--- config.mk ---
export PLATFORM = sky130hd
export DESIGN_NAME = fpgt_queue
export DESIGN_NICKNAME = d
export VERILOG_FILES = /design/src/hdl/fpgt_pkg.sv /design/src/hdl/fpgt_queue.sv
export SDC_FILE = /design/constraint.sdc
export NUM_CORES = 1
export LEC_CHECK = 0
export ABC_CLOCK_PERIOD_IN_PS = 2600
export BUFFER_PORTS_ARGS = -buffer_cell sky130_fd_sc_hd__buf_4
export CORE_MARGIN = 5
export CORE_UTILIZATION = 51
export CTS_CLUSTER_SIZE = 10
export DETAILED_ROUTE_END_ITERATION = 12
export GPL_TIMING_DRIVEN = 0
export PLACE_DENSITY = 0.75
export SYNTH_ARGS = -nofsm -noshare
export SYNTH_HDL_FRONTEND = slang
export SYNTH_SLANG_ARGS = --single-unit
--- constraint.sdc ---
create_clock -name clk -period 2.6 [get_ports clk]
set_clock_uncertainty 0.15 [all_clocks]
set_input_delay 0.26 -clock clk [delete_from_list [all_inputs] [get_ports clk]]
set_output_delay 0.26 -clock clk [all_outputs]
set_load 0.05 [all_outputs]
--- src/hdl/fpgt_pkg.sv ---
// Shared types, constants and rule tables of the fuzzy PID gain tuner.
// Used by the front end, the queue, the back end and the top level.
package fpgt_pkg;

	// Fixed-point format of the fuzzy universe and input error width
	localparam int FRAC_BITS   = 12;
	localparam int ERROR_WIDTH = 16;

	// Register widths
	localparam int SCALE_W = 32;
	localparam int GAIN_W  = 16;
	localparam int CFG_W   = 32;
	localparam int OUT_W   = 18;

	// Stream data widths (zero-padded to whole bytes)
	localparam int IN_TDATA_W  = 32;
	localparam int OUT_TDATA_W = 56;

	// Derived widths of the datapath
	localparam int DIFF_W  = ERROR_WIDTH + 1;          // error change, signed
	localparam int PROD_W  = DIFF_W + SCALE_W;         // |x| * quant_scale
	localparam int QM_W    = PROD_W - 16;              // Q16.16 product shifted down
	localparam int MEM_W   = FRAC_BITS + 1;            // membership, 0..1.0
	localparam int U_W     = FRAC_BITS + 3;            // universe shifted to 0..6
	localparam int SEG_W   = 3;
	localparam int RULE_W  = 3;
	localparam int INNER_W = FRAC_BITS + 3;            // c0*t0 + c1*t1
	localparam int SUM_W   = 2 * FRAC_BITS + 3;        // weighted corner sum
	localparam int PG_W    = SUM_W + GAIN_W;           // sum times gain
	localparam int RES_LSB = 2 * FRAC_BITS;

	localparam int ONE = 1 << FRAC_BITS;
	localparam int TOP = 3 * ONE;
	localparam logic [SEG_W-1:0] SEG_MAX = SEG_W'(5);

	// Decoupling queue
	localparam int QDEPTH = 4;
	localparam int QPTR_W = $clog2(QDEPTH);

	// Configuration register indexes
	localparam int CFG_IDX_W = 2;
	localparam logic [CFG_IDX_W-1:0] REG_QUANT_SCALE = 2'd0;
	localparam logic [CFG_IDX_W-1:0] REG_GAIN_P      = 2'd1;
	localparam logic [CFG_IDX_W-1:0] REG_GAIN_I      = 2'd2;
	localparam logic [CFG_IDX_W-1:0] REG_GAIN_D      = 2'd3;

	localparam logic [SCALE_W-1:0]       QUANT_SCALE_RST = 32'd65536;
	localparam logic signed [GAIN_W-1:0] GAIN_RST        = 16'sd256;

	// Output lanes
	localparam int LANES = 3;
	localparam logic [1:0] LANE_P = 2'd0;
	localparam logic [1:0] LANE_I = 2'd1;
	localparam logic [1:0] LANE_D = 2'd2;

	// Fuzzified item passed from front to back
	typedef struct packed {
		logic             ok;       // both values inside [-3,3]
		logic [SEG_W-1:0] seg_e;
		logic [SEG_W-1:0] seg_c;
		logic [MEM_W-1:0] e0;
		logic [MEM_W-1:0] e1;
		logic [MEM_W-1:0] c0;
		logic [MEM_W-1:0] c1;
	} fuzz_t;

	// Rule bases, row = error set, column = change set
	localparam logic signed [RULE_W-1:0] RULE_P [7][7] = '{
		'{ 3,  3,  2,  2,  1,  0,  0},
		'{ 3,  3,  2,  1,  1,  0, -1},
		'{ 2,  2,  2,  1,  0, -1, -1},
		'{ 2,  1,  1,  0, -1, -2, -2},
		'{ 1,  1,  0, -1, -1, -2, -2},
		'{ 1,  0, -1, -2, -2, -2, -3},
		'{ 0,  0, -2, -2, -2, -3, -3}
	};

	localparam logic signed [RULE_W-1:0] RULE_I [7][7] = '{
		'{-3, -3, -2, -2, -1,  0,  0},
		'{-3, -3, -2, -1, -1,  0,  0},
		'{-3, -2, -1, -1,  0,  1,  1},
		'{-2, -1, -1,  0,  1,  2,  2},
		'{-1, -1,  0,  1,  1,  2,  3},
		'{ 0,  0,  1,  1,  2,  3,  3},
		'{ 0,  0,  1,  2,  2,  3,  3}
	};

	localparam logic signed [RULE_W-1:0] RULE_D [7][7] = '{
		'{ 1, -1, -3, -3, -3, -2,  1},
		'{ 1, -1, -3, -2, -2, -1,  0},
		'{ 0, -1, -2, -2, -1, -1,  0},
		'{ 0, -1, -1, -1, -1, -1,  0},
		'{ 0,  0,  0,  0,  0,  0,  0},
		'{ 3, -1,  1,  1,  1,  1,  3},
		'{ 3,  2,  2,  2,  1,  1,  3}
	};

	// Rule entry of one lane
	function automatic logic signed [RULE_W-1:0] rule_at(input logic [1:0] lane,
			input logic [SEG_W-1:0] row, input logic [SEG_W-1:0] col);
		logic signed [RULE_W-1:0] v;
		case (lane)
			LANE_P:  v = RULE_P[row][col];
			LANE_I:  v = RULE_I[row][col];
			default: v = RULE_D[row][col];
		endcase
		return v;
	endfunction

endpackage

--- src/hdl/fpgt_queue.sv ---
// Short FIFO of fuzzified items between front end and back end.
// Depends on fpgt_pkg for the entry type and depth.
module fpgt_queue (
	input  logic            clk,
	input  logic            arst_n,
	input  logic            push,
	input  fpgt_pkg::fuzz_t push_data,
	output logic            q_ready,
	output logic            q_valid,
	input  logic            pop,
	output fpgt_pkg::fuzz_t pop_data
);
	import fpgt_pkg::*;

	fuzz_t             entry_q [QDEPTH];
	logic [QPTR_W-1:0] wr_ptr_q, rd_ptr_q;
	logic [QPTR_W:0]   count_q;

	assign q_ready  = (count_q != (QPTR_W+1)'(QDEPTH));
	assign q_valid  = (count_q != '0);
	assign pop_data = entry_q[rd_ptr_q];

	// pointers and fill level
	always_ff @(posedge clk or negedge arst_n) begin
		if (!arst_n) begin
			wr_ptr_q <= '0;
			rd_ptr_q <= '0;
			count_q  <= '0;
		end else begin
			if (push)
				wr_ptr_q <= wr_ptr_q + 1'b1;
			if (pop)
				rd_ptr_q <= rd_ptr_q + 1'b1;
			if (push && !pop)
				count_q <= count_q + 1'b1;
			else if (pop && !push)
				count_q <= count_q - 1'b1;
		end
	end

	// storage
	always_ff @(posedge clk) begin
		if (push)
			entry_q[wr_ptr_q] <= push_data;
	end

endmodule

=== After elaboration in Yosys (flattened, before gate mapping) ===
Memories as Yosys holds them, arrays and structs flattened.
Index checks and enable logic that the tools add are counted.

* Register bits after elaboration: 7
* Bits in writable memories: 236
* Bits of input ports: 63
* Output and inout port bits: 61
* Logic and storage cells: 19
* Memories: 1

{| class="wikitable"
|+ Memories
! memory !! words !! bits a word !! rd ports !! clocked after memory_dff !! write ports !! line !! source
|-
| entry_q || 4 || 59 || 1 || 0 || 1 || fpgt_queue.sv:15 || <nowiki>fuzz_t entry_q [QDEPTH];</nowiki>
|}

* Add/sub/neg operators: 4
* Equal/unequal tests: 1
* Mux-type cells: 4
* Reduce and logical (&&, ||, !) cells: 6

{| class="wikitable"
|+ Operator list
! kind !! number
|-
| 2-to-1 mux 3 bit || 2
|-
| adder 2 x 1 -> 2 bit, second input constant || 2
|-
| adder 3 x 1 -> 3 bit, second input constant || 1
|-
| inequality test 3 bit, second input constant || 1
|-
| nonzero test 3 bit || 1
|-
| subtractor 3 x 1 -> 3 bit, second input constant || 1
|-
| logical AND 1 bit || 2
|-
| logical NOT 1 bit || 2
|-
| 2-to-1 mux 1 bit || 2
|-
| nonzero test 2 bit || 1
|}

=== Longest topological paths before layout ===
* Word-level depth: 4
* Gate-level depth with buffers: 7
* Depth with buffers taken out: 7

=== Worst setup path after synthesis ===
Ideal clock, no wire load.

* Kind: reg-to-reg
* From: register wr_ptr_q[0]
* To: memory entry_q[0][0] (netlist name) (enable)
* Setup time: 423 ps
* Data arrival time: 2014 ps
* Required time: 2027 ps
* Path slack: 13 ps
* Cell stages (with the launch flop): 4
* Path buffers: 0
* Clock period less this slack: 2587 ps
* Path through: dfrtp_1 inv_1 ha_1 and2_1

{| class="wikitable"
|+ RTL lines
! element !! line !! source
|-
| start: declaration || fpgt_queue.sv:16 || <nowiki>logic [QPTR_W-1:0] wr_ptr_q, rd_ptr_q;</nowiki>
|-
| start signal: assignment || fpgt_queue.sv:31 || <nowiki>wr_ptr_q <= wr_ptr_q + 1'b1;</nowiki>
|-
| end: declaration || fpgt_queue.sv:15 ||
|}

No word-level cell before the write port.

==> metrics.md <==
| Metric | Value |
|---|---|
| Final instance area | `11,700 um^2` |
| Fin crit period | `2.46 ns` |
| VDD IR max | `0.00104 V` |
| Height of the chip | `143 um` |
| Pwr Total | `14.8 mW` |
| Largest area contributor in the netlist | `edfxtp_1` |
| Final-report hold violation count | `0` |
| CTS tree | `built` |
| Leakage | `4.11 nW` |
| Site Rows | `48` |
| Most common cell after layout, fill and taps aside | `edfxtp_1` |
| Antenna Cells | `0` |
| Clock share of power | `23.2%` |
| Full die area | `20,400 um^2` |
| GRT Total Usage | `16.7%` |
| Mapped cell area | `8980 um^2` |
| Number of max-cap violations | `0` |
| Routed len/inst | `20.6 um` |
| Flops & latches, synth | `243` |
| Vias in the first global route | `4,772` |
| Clk_lat worst skew | `0.51 ns` |
| FF+latch area | `7260 um^2` |
| Largest net degree at the start of global routing | `34` |
| Simple-Gate Fraction of Synth Area | `0.558%` |
| Seq pwr share | `35.9%` |
| Worst-margin pin slew | `0.502 ns` |
| Clock sinks | `243` |
| Worst setup EP type | `primary output` |
| Commonest cells after routing, fill and taps aside | `edfxtp_1 (236), buf_4 (123), dlygate4sd3_1 (63), mux4_2 (58), clkbuf_16 (29)` |
| Die X | `143 um` |
| CTS Hold Bufs | `63` |
| Core area | `17,300 um^2` |
| CTS Buffer Depth | `3` |
| P_int | `9.46 mW` |
| Cts bufs inserted | `28` |
| Power Dens Cells | `1270 nW/um^2` |
| Initial Util | `51.9%` |
| First-pass GRT wire length | `25.8 mm` |
| Post-CTS sizing | `0` |
| Final period util | `94.6%` |
| Peak Freq | `0.407 GHz` |
| Via/cell ratio | `5.33` |
| Switching Power | `5.35 mW` |
| Post-DP HPWL | `9.79 mm` |
| Fill cells | `1,119` |
| Largest family of logic cells by synthesized area | `multiplexers` |
| Area grow syn2layout | `30.4%` |
| Startpoint Class | `flip-flop` |
| CTS clk-pin slew, worst paths | `0.05 ns` |
| Final ANT Viol Nets | `0` |
| Status | `finished, final reports clean` |
| CP required | `2.19 ns` |
| # DRC | `0` |
| Max-slew headroom | `66.6%` |
| Placed cell area | `10,300 um^2` |
| Initial antenna violation count | `0` |
| Share of layout cells above drive strength 1 | `40.5%` |
| Setup Fix Bufs, Post-CTS | `0` |
| DRT iter0 DRCs | `152` |
| Combinational Power Share | `40.9%` |
| IO Count | `124` |
| Mux cell area share after synthesis | `15.0%` |
| Net Count, Synth | `413` |
| Multi-input gate area | `1540 um^2` |
| Pre-Repair DR Iteration Count | `5` |
| Register area share after synthesis | `80.9%` |
| Adder-Cell Fraction of Synth Area | `0.920%` |
| Post-Synthesis Cells | `344` |
| GP Congestion | `0.697` |
| Yosys Warn Count | `0` |
| # nets final | `633` |
| Area share of the largest cell type after synthesis | `79.0%` |
| Finish-stage setup viols | `0` |
| Ranking of synthesized cells by area | `edfxtp_1 (79%), mux4_2 (15%), dfrtp_1 (2.0%)` |
| GR Overflow Total | `0` |
| Worst hold path class | `in -> reg` |
| Vias | `4,268` |
| Clk root buf | `clkbuf_16` |
| Worst-path fanout max | `10` |
| Crit path DAT | `2.05 ns` |
| RSZ-0062 raised after global routing | `false` |
| Critical setup path kind | `reg -> out` |
| Switching Share | `36.1%` |
| Synthesized area per cell | `26.1 um^2` |
| Wirelength, routed | `16.5 mm` |
| Port buffer count | `123` |
| Max-slew violations | `0` |
| Post-synth cell types | `19` |
| R2R setup slack | `0.68 ns` |
| Post-Synth XOR/XNOR Area | `0.585%` |
| Compound-gate portion of the synthesized area | `0.0558%` |
| H-tree Lvls | `1` |
-- routing by layer --
layer	share of wire [%]	up-vias	track usage, %	routed length, um
met3	8.0	15	4.42	1320
met4	0.81	0	3.35	134
met2	53	161	29.8	8780
met5	0	-	0	0
met1	38	2195	20.7	6270
li1	-	1897	-	-
-- worst paths after layout --
path | start | endpoint | depth (start not counted)
worst max-delay path | rd_ptr_q[1]$_DFFE_PN0P_ | pop_data[32] | 4
worst min-delay path | push_data[28] | entry_q[1][28]$_DFFE_PP_ | 2
worst max register to register | wr_ptr_q[1]$_DFFE_PN0P_ | entry_q[1][10]$_DFFE_PP_ | 4
worst min register to register | count_q[2]$_DFFE_PN0P_ | count_q[2]$_DFFE_PN0P_ | 1
max in group asynchronous | arst_n | rd_ptr_q[1]$_DFFE_PN0P_ | 3
min in group asynchronous | arst_n | wr_ptr_q[0]$_DFFE_PN0P_ | 3
-- stage by stage --
stage                     util [%]  worst slack, ns  TNS, ns  cells  hold slack (ns)
after floorplan                  -           0.0128        0    344           -0.186
after global placement        58.9            -1.03  -233.17    692          -0.0753
after detailed placement      59.4            0.639        0    696          -0.0721
after CTS                     67.7           0.0878        0    801            0.316
after global routing          67.7           0.0362        0    801            0.323
final                         67.7            0.140        0    801            0.343
-- state kept, by name, indices dropped and copies added (netlist names) --
name / cells
count_q: 3
wr_ptr_q: 2
entry_q: 236
rd_ptr_q: 2
-- area by class of cell --
| type | count | area share [%] |
|---|---|---|
| flip-flops and latches | 243 | 62.1 |
| repair buffers | 190 | 14.0 |
| multi-input cells | 83 | 13.2 |
| clock buffers | 41 | 6.59 |
| well taps | 225 | 2.41 |
| plain buffers | 14 | 1.41 |
| clock inverters | 1 | 0.257 |
| inverters | 4 | 0.128 |
-- synth_stat cells --
cell,n
and2_1,4
buf_12,6
buf_2,6
buf_6,1
clkbuf_1,1
dfrtp_1,7
edfxtp_1,236
fa_1,1
ha_1,5
inv_1,4
mux2_2,1
mux4_1,1
mux4_2,58
nand2_1,3
nor2_1,2
o21ai_0,1
or3_1,1
xnor2_1,2
xor2_1,4
-- critical path: stages (launching register included) --
cell and delay, ns:
dfrtp_1 0.32, clkbuf_1 0.25, buf_2 0.34, mux4_2 0.40
buf_4 0.22
-- power by group through the flow --
stage                     clock network, mW  registers (mW)  logic, mW
after global routing                   3.71            5.37       6.36
final                                  3.44            5.32       6.05
after CTS                              3.51            5.32       6.15
after global placement                    0            5.41       5.91
after floorplan                           0            5.36       4.37
after detailed placement                  0            5.39       6.04
-- logic make-up (layout without fill, tap and decap cells) --
group	Yosys count	in the layout
AOI/OAI and AO/OA	1	1
and+or+nand+nor	10	10
buffers and inverters	18	250
DFF	243	243
xor gates and xnor gates	6	6
muxes	60	60
adders and majority gates	6	6
Note: power is estimated with default switching activity, not from simulation.
