==> config.mk <==
export PLATFORM = sky130hd
export DESIGN_NAME = fpgt_front
export DESIGN_NICKNAME = d
export VERILOG_FILES = /design/src/hdl/fpgt_pkg.sv /design/src/hdl/fpgt_front.sv
export SDC_FILE = /design/constraint.sdc
export NUM_CORES = 2
export LEC_CHECK = 0
export BUFFER_PORTS_ARGS = -buffer_cell sky130_fd_sc_hd__clkbuf_2
export CAP_MARGIN = 20
export CORE_MARGIN = 8
export CORE_UTILIZATION = 25
export DETAILED_ROUTE_END_ITERATION = 6
export MAX_ROUTING_LAYER = met4
export PLACE_DENSITY = 0.36
export SETUP_SLACK_MARGIN = 0.4
export SLEW_MARGIN = 20
export SYNTH_ARGS = -nofsm -noshare
export SYNTH_HDL_FRONTEND = slang
export SYNTH_SLANG_ARGS = --single-unit
==> constraint.sdc <==
create_clock -name clk -period 10.5 [get_ports clk]
set_clock_uncertainty 0.15 [all_clocks]
set_input_delay 3.15 -clock clk [delete_from_list [all_inputs] [get_ports clk]]
set_output_delay 3.15 -clock clk [all_outputs]
set_load 0.005 [all_outputs]
==> src/hdl/fpgt_pkg.sv <==
// Shared types, constants and rule tables of the fuzzy PID gain tuner.
// Used by the front end, the queue, the back end and the top level.
package fpgt_pkg;

	// Fixed-point format of the fuzzy universe and input error width
	localparam int FRAC_BITS   = 12;
	localparam int ERROR_WIDTH = 16;

	// Register widths
	localparam int SCALE_W = 32;
	localparam int GAIN_W  = 16;
	localparam int CFG_W   = 32;
	localparam int OUT_W   = 18;

	// Stream data widths (zero-padded to whole bytes)
	localparam int IN_TDATA_W  = 32;
	localparam int OUT_TDATA_W = 56;

	// Derived widths of the datapath
	localparam int DIFF_W  = ERROR_WIDTH + 1;          // error change, signed
	localparam int PROD_W  = DIFF_W + SCALE_W;         // |x| * quant_scale
	localparam int QM_W    = PROD_W - 16;              // Q16.16 product shifted down
	localparam int MEM_W   = FRAC_BITS + 1;            // membership, 0..1.0
	localparam int U_W     = FRAC_BITS + 3;            // universe shifted to 0..6
	localparam int SEG_W   = 3;
	localparam int RULE_W  = 3;
	localparam int INNER_W = FRAC_BITS + 3;            // c0*t0 + c1*t1
	localparam int SUM_W   = 2 * FRAC_BITS + 3;        // weighted corner sum
	localparam int PG_W    = SUM_W + GAIN_W;           // sum times gain
	localparam int RES_LSB = 2 * FRAC_BITS;

	localparam int ONE = 1 << FRAC_BITS;
	localparam int TOP = 3 * ONE;
	localparam logic [SEG_W-1:0] SEG_MAX = SEG_W'(5);

	// Decoupling queue
	localparam int QDEPTH = 4;
	localparam int QPTR_W = $clog2(QDEPTH);

	// Configuration register indexes
	localparam int CFG_IDX_W = 2;
	localparam logic [CFG_IDX_W-1:0] REG_QUANT_SCALE = 2'd0;
	localparam logic [CFG_IDX_W-1:0] REG_GAIN_P      = 2'd1;
	localparam logic [CFG_IDX_W-1:0] REG_GAIN_I      = 2'd2;
	localparam logic [CFG_IDX_W-1:0] REG_GAIN_D      = 2'd3;

	localparam logic [SCALE_W-1:0]       QUANT_SCALE_RST = 32'd65536;
	localparam logic signed [GAIN_W-1:0] GAIN_RST        = 16'sd256;

	// Output lanes
	localparam int LANES = 3;
	localparam logic [1:0] LANE_P = 2'd0;
	localparam logic [1:0] LANE_I = 2'd1;
	localparam logic [1:0] LANE_D = 2'd2;

	// Fuzzified item passed from front to back
	typedef struct packed {
		logic             ok;       // both values inside [-3,3]
		logic [SEG_W-1:0] seg_e;
		logic [SEG_W-1:0] seg_c;
		logic [MEM_W-1:0] e0;
		logic [MEM_W-1:0] e1;
		logic [MEM_W-1:0] c0;
		logic [MEM_W-1:0] c1;
	} fuzz_t;

	// Rule bases, row = error set, column = change set
	localparam logic signed [RULE_W-1:0] RULE_P [7][7] = '{
		'{ 3,  3,  2,  2,  1,  0,  0},
		'{ 3,  3,  2,  1,  1,  0, -1},
		'{ 2,  2,  2,  1,  0, -1, -1},
		'{ 2,  1,  1,  0, -1, -2, -2},
		'{ 1,  1,  0, -1, -1, -2, -2},
		'{ 1,  0, -1, -2, -2, -2, -3},
		'{ 0,  0, -2, -2, -2, -3, -3}
	};

	localparam logic signed [RULE_W-1:0] RULE_I [7][7] = '{
		'{-3, -3, -2, -2, -1,  0,  0},
		'{-3, -3, -2, -1, -1,  0,  0},
		'{-3, -2, -1, -1,  0,  1,  1},
		'{-2, -1, -1,  0,  1,  2,  2},
		'{-1, -1,  0,  1,  1,  2,  3},
		'{ 0,  0,  1,  1,  2,  3,  3},
		'{ 0,  0,  1,  2,  2,  3,  3}
	};

	localparam logic signed [RULE_W-1:0] RULE_D [7][7] = '{
		'{ 1, -1, -3, -3, -3, -2,  1},
		'{ 1, -1, -3, -2, -2, -1,  0},
		'{ 0, -1, -2, -2, -1, -1,  0},
		'{ 0, -1, -1, -1, -1, -1,  0},
		'{ 0,  0,  0,  0,  0,  0,  0},
		'{ 3, -1,  1,  1,  1,  1,  3},
		'{ 3,  2,  2,  2,  1,  1,  3}
	};

	// Rule entry of one lane
	function automatic logic signed [RULE_W-1:0] rule_at(input logic [1:0] lane,
			input logic [SEG_W-1:0] row, input logic [SEG_W-1:0] col);
		logic signed [RULE_W-1:0] v;
		case (lane)
			LANE_P:  v = RULE_P[row][col];
			LANE_I:  v = RULE_I[row][col];
			default: v = RULE_D[row][col];
		endcase
		return v;
	endfunction

endpackage

==> src/hdl/fpgt_front.sv <==
// Front end: accepts error items, scales error and change into the fuzzy
// universe and finds segments and memberships. Depends on fpgt_pkg.
module fpgt_front (
	input  logic                           clk,
	input  logic                           arst_n,
	input  logic                           in_valid,
	output logic                           in_ready,
	input  logic signed [fpgt_pkg::ERROR_WIDTH-1:0] error_now,
	input  logic signed [fpgt_pkg::ERROR_WIDTH-1:0] error_prev,
	input  logic [fpgt_pkg::SCALE_W-1:0]   quant_scale,
	output logic                           push,
	input  logic                           q_ready,
	output fpgt_pkg::fuzz_t                push_data
);
	import fpgt_pkg::*;

	typedef struct packed {
		logic             ok;
		logic [SEG_W-1:0] seg;
		logic [MEM_W-1:0] m0;
		logic [MEM_W-1:0] m1;
	} memb_t;

	// Q16.16 product to segment and triangular memberships
	function automatic memb_t fuzzify(input logic [PROD_W-1:0] prod, input logic neg);
		logic [QM_W-1:0]           qm;
		logic [U_W-1:0]            u;
		logic [U_W-FRAC_BITS-1:0]  k;
		memb_t                     r;
		// negative side rounds magnitude up so q is a floor
		qm   = prod[PROD_W-1:16] + QM_W'(neg && (prod[15:0] != '0));
		r.ok = (qm <= QM_W'(TOP));
		u    = neg ? U_W'(TOP) - qm[U_W-1:0] : U_W'(TOP) + qm[U_W-1:0];
		k    = u[U_W-1:FRAC_BITS];
		// exactly +3 stays on the last segment
		if (k > SEG_MAX) begin
			r.seg = SEG_MAX;
			r.m1  = MEM_W'(ONE);
		end else begin
			r.seg = k;
			r.m1  = {1'b0, u[FRAC_BITS-1:0]};
		end
		r.m0 = MEM_W'(ONE) - r.m1;
		return r;
	endfunction

	logic adv;
	logic v_s1, v_s2, v_s3;
	logic              neg_e_s1, neg_c_s1;
	logic [DIFF_W-1:0] mag_e_s1, mag_c_s1;
	logic              neg_e_s2, neg_c_s2;
	logic [PROD_W-1:0] prod_e_s2, prod_c_s2;
	fuzz_t             fuzz_s3;

	logic signed [DIFF_W-1:0] now_x, prev_x, diff_x;
	memb_t me, mc;

	// whole front moves unless the last stage is blocked by a full queue
	assign adv      = !(v_s3 && !q_ready);
	assign in_ready = adv;
	assign push     = v_s3 && adv;
	assign push_data = fuzz_s3;

	assign now_x  = DIFF_W'(error_now);
	assign prev_x = DIFF_W'(error_prev);
	assign diff_x = now_x - prev_x;

	assign me = fuzzify(prod_e_s2, neg_e_s2);
	assign mc = fuzzify(prod_c_s2, neg_c_s2);

	// stage valids
	always_ff @(posedge clk or negedge arst_n) begin
		if (!arst_n) begin
			v_s1 <= 1'b0;
			v_s2 <= 1'b0;
			v_s3 <= 1'b0;
		end else if (adv) begin
			v_s1 <= in_valid;
			v_s2 <= v_s1;
			v_s3 <= v_s2;
		end
	end

	// s1 sign/magnitude, s2 scaling multiply, s3 fuzzification
	always_ff @(posedge clk) begin
		if (adv) begin
			neg_e_s1  <= now_x[DIFF_W-1];
			mag_e_s1  <= now_x[DIFF_W-1] ? DIFF_W'(-now_x) : DIFF_W'(now_x);
			neg_c_s1  <= diff_x[DIFF_W-1];
			mag_c_s1  <= diff_x[DIFF_W-1] ? DIFF_W'(-diff_x) : DIFF_W'(diff_x);
			neg_e_s2  <= neg_e_s1;
			neg_c_s2  <= neg_c_s1;
			prod_e_s2 <= PROD_W'(mag_e_s1) * PROD_W'(quant_scale);
			prod_c_s2 <= PROD_W'(mag_c_s1) * PROD_W'(quant_scale);
			fuzz_s3.ok    <= me.ok && mc.ok;
			fuzz_s3.seg_e <= me.seg;
			fuzz_s3.seg_c <= mc.seg;
			fuzz_s3.e0    <= me.m0;
			fuzz_s3.e1    <= me.m1;
			fuzz_s3.c0    <= mc.m0;
			fuzz_s3.c1    <= mc.m1;
		end
	end

endmodule

**Word-level counts from Yosys, hierarchy flattened**

Index checks and enable logic that the tools add are counted.

- Flip-flop bits (word level): 198
- Latch bits: 0
- Memory bits (writable): 0
- Memory bits (read-only): 0
- Input port bits: 68
- Output and inout bits: 61
- Logic and storage cells: 52
- Memories: 0

- Add/sub/neg operators: 11
- $mul: 2
- Divide/modulo/power cells: 0
- $lt $le $gt $ge: 4
- Equality and inequality tests: 0
- Shifts and indexed selects: 0
- Multiplexer cells: 6
- Bitwise operators: 0
- Reductions and logical operators: 9

Operators with widths:

| kind | number |
|---|---|
| $mul 17x32->49 | 2 |
| $add 33x1->33 | 2 |
| $le 33x14->1 const B | 2 |
| $mux 15 | 3 |
| $reduce_bool 16->1 | 2 |
| $add 14x15->15 const A | 2 |
| $sub 14x15->15 const A | 2 |
| $mux 13 | 2 |
| $sub 13x13->13 const A | 2 |
| $neg 16->17 | 1 |
| $neg 17->17 | 1 |
| $sub 16x16->17 | 1 |
| $mux 16 | 1 |
| $gt 3x3->1 const B | 2 |
| $logic_and 1x1->1 | 5 |
| $logic_not 1->1 | 2 |

**Longest topological paths before layout**

- Depth in word-level cells: 8
- Mapped depth: 25
- Depth with buffers taken out: 23

**Least setup slack after synthesis**

No wires, ideal clock.

- Kind: input to output
- From: input port q_ready
- To: output port in_ready
- Arrival: 7.010 ns
- Path slack: 0.190 ns
- Stages: 2
- Path buffers: 0
- Path through: nor2b_1 -> inv_1

- Cells in the longest elaborated chain, start to end: 3

RTL lines:

| what | RTL line | RTL |
|---|---|---|
| start: declaration | fpgt_front.sv:12 | `input logic q_ready,` |
| $logic_not 1->1 | fpgt_front.sv:59 | `assign adv = !(v_s3 && !q_ready);` |
| $logic_and 1x1->1 | fpgt_front.sv:59 |  |
| $logic_not 1->1 | fpgt_front.sv:59 |  |
| end: declaration | fpgt_front.sv:7 | `output logic in_ready,` |

Every way passes these cells.

**Worst setup path in the final report**

- From: input port quant_scale[14] in the netlist's numbering
- To: register prod_e_s2[48] (data pin)

- Cells in the longest elaborated chain, start to end: 1

RTL lines:

| what | RTL line | RTL |
|---|---|---|
| start: declaration | fpgt_front.sv:10 | `input logic [fpgt_pkg::SCALE_W-1:0] quant_scale,` |
| $mul 17x32->49 | fpgt_front.sv:93 | `prod_e_s2 <= PROD_W'(mag_e_s1) * PROD_W'(quant_scale);` |
| end signal: assignment | fpgt_front.sv:93 |  |
| end: declaration | fpgt_front.sv:52 | `logic [PROD_W-1:0] prod_e_s2, prod_c_s2;` |

Every way passes these cells.
A chain may end at the register's enable or synchronous reset.

==> impl_results.md <==
* R2r setup slk at 2.43 ns
* Slew HR at 9.871%
* # rows at 155
* Core region area at 177800 sq um
* Setup TNS at 0 ns
* Placed Instances at 7234
* CP arrival at 9.98 ns
* Port bufs at 128
* Final WS setup at 0.6850 ns
* Area share of the largest cell type after synthesis at 40.34%
* Die width at 438.4 um
* Tmin final at 9.815 ns
* Period utilization at 93.48%
* Sink Count at 196
* Most common cell after layout, fill and taps aside: inv_1
* Synth async-reset ratio at 1.531%
* Placer congestion estimate at 0.7719
* Mapped Avg Cell Area at 9.133 sq um
* EDFF count, synth at 193
* Post-synthesis cell count at 4885
* Final non-filler cell total at 7285
* Top FF cell, synth: edfxtp_1
* Most frequent cells in the layout: inv_1 (1045), fa_1 (899), nand2_1 (777)
* Critical path endpoint category: register
* Reg-to-reg endpoint: prod_e_s2[41]
* Max frequency at 101.9 MHz
* Seq cells post-synth at 196
* Max Buffers Root-to-Sink at 2
* Antenna viol nets, final at 0
* Syn nets at 6128
* Root Driver: clkbuf_16
* # DRC at 0
* Vias in the first global route at 35.38k
* Largest net degree at the start of global routing at 109
* WP data required at 10.66 ns
* Fin nets at 6141
* DP Worst Slack at 0.1336 ns
* Clock Latency Late Sink at 0.57 ns
* Startpoint types: primary input
* Wirelength per Cell at 18.44 um
* Seq/Total Area, Yosys at 13.16%
* Routed WL at 134300 um
* End of the worst hold path: neg_e_s2
* Final instance area at 48800 sq um
* First-pass GRT wire length at 211300 um
* MaxCap Viol Count at 0
* # setup viols final at 0
* Initial core utilization at 25.09%
* Initial antenna violation count at 11
* DP Area at 48160 sq um
* Final Hold Vio Count at 0
* Reg2reg path depth at 26
* Post-CTS Setup Bufs at 0
* Die H at 438.4 um
* GRT overflow at 0
* Gr usage total at 14.66%
* FILL cells at 19.23k
* DR vias at 32.30k
* Pre-antenna DRT Iters at 6
* Area grow syn2layout at 9.384%
* CTS buffer count at 17
* Slew at the pin closest to its max-slew limit at 1.347 ns
* Netlist cell types at 83
* Outcome: completed
* Leading area contributor after synthesis: fa_1
* Htree depth at 4
* Iter 0 DRT Violations at 1641
* Layout cells sized above 1 at 6.333%
* Worst Path Max Fanout at 24
* IO Pins at 129
* Synth Cell Area at 44620 sq um
* RSZ-0062 raised after global routing: false
* Synth Warn # at 0
* Hold_buf cts at 0
* Min-delay src: neg_e_s1
* CTS clock-pin slew for the worst setup and hold paths at 0.08 ns
* CTS tree: yes
* Worst r2r src: mag_e_s1[9]
* Critical path class: in -> reg
* Min-Delay Path Depth at 0
* Top cells by area, synth: fa_1 (40%), edfxtp_1 (13%), inv_1 (8.8%)
* Fin. max-slew vios at 0
* Die area at 192200 sq um
* DPL Wire Length at 107700 um
* Hold Crit Class: reg -> reg
* Vias per cell at 4.434
* Resize count post-CTS at 0
area by class of cell:
cell class	count	area [sq um]	area share, %
Multi-Input combinational cell	3393	33860	69.38
Sequential cell	196	5871	12.03
Inverter	1050	3945	8.084
Tap cell	2355	2947	6.038
Timing Repair Buffer	240	1544	3.164
Clock buffer	17	425.4	0.8717
Clock inverter	15	165.2	0.3384
Antenna cell	19	47.55	0.09743
through the flow:
stage / hold slack (ns) / util [%]
after floorplan: 0.2503 / -
after global placement: 0.3067 / 27.08
after detailed placement: 0.2866 / 27.08
after CTS: 0.3060 / 27.41
after global routing: 0.3227 / 27.44
final: 0.3060 / 27.44
critical path, cell delays in order:
cell and delay [ns]:
clkbuf_2 0.27, buf_4 0.45, nand2_1 0.14, fa_1 0.54, inv_1 0.05, fa_1 0.56, fa_1 0.44, fa_1 0.51
fa_1 0.50, inv_1 0.05, fa_1 0.47, inv_1 0.04, ha_1 0.36, a211oi_1 0.33, o21ai_0 0.15, a211oi_1 0.59
nand3_1 0.14, o21ai_1 0.47, o311ai_1 0.23, a31o_2 0.27, a21oi_1 0.17, xnor2_1 0.08
cell families (layout without fill, tap and decap cells):
| kind of cell | Yosys count | count (layout) | share of synthesized area [%] |
|---|---|---|---|
| and+or+nand+nor | 1582 | 1582 | 17.28 |
| buffers and inverters | 1296 | 1322 | 10.98 |
| adders and majority gates | 1175 | 1175 | 48.08 |
| AOI/OAI and AO/OA | 434 | 434 | 6.470 |
| DFF | 196 | 196 | 13.16 |
| xor gates and xnor gates | 186 | 186 | 3.668 |
| muxes | 15 | 15 | 0.3534 |
| other | 1 | 20 | 0.008405 |
metal layers:
metal	part of all wire [%]	vias up	track usage [%]
li1	-	14910	-
met1	46	16810	18.84
met2	49	471	24.71
met3	2.6	111	1.497
met4	2.6	0	4.002
met5	0	-	-
Yosys cell counts, types with 25 or more instances:
master,count
nor2b_1,25
a21oi_1,102
ha_1,276
a21o_1,67
clkbuf_1,230
and2_1,423
a31oi_1,29
xor2_1,52
fa_1,899
edfxtp_1,193
nand2_1,777
nand3_1,57
nand4_1,27
xnor2_1,133
inv_1,1046
nor3_1,32
nor2_1,111
o21ai_0,80
how the worst max path moves through the flow:
stage	from	to	slack [ns]	depth (start not counted)
finish	quant_scale[14]	prod_e_s2[48]	0.69	22
global route	quant_scale[15]	prod_e_s2[44]	0.42	22
CTS	quant_scale[10]	prod_c_s2[48]	0.78	21
detailed placement	quant_scale[10]	prod_c_s2[48]	0.13	21
global placement	quant_scale[14]	prod_e_s2[48]	0.14	22
floorplan	quant_scale[24]	prod_c_s2[45]	1.27	23
registers in the layout (all words and copies together) (netlist names), 17 cells and up:
signal	flops
push_data	57
mag_c_s1	17
mag_e_s1	17
prod_c_s2	49
prod_e_s2	49
Power is not shown: default switching activity piles up to over one toggle a cycle in this logic, so the estimate is an artifact.
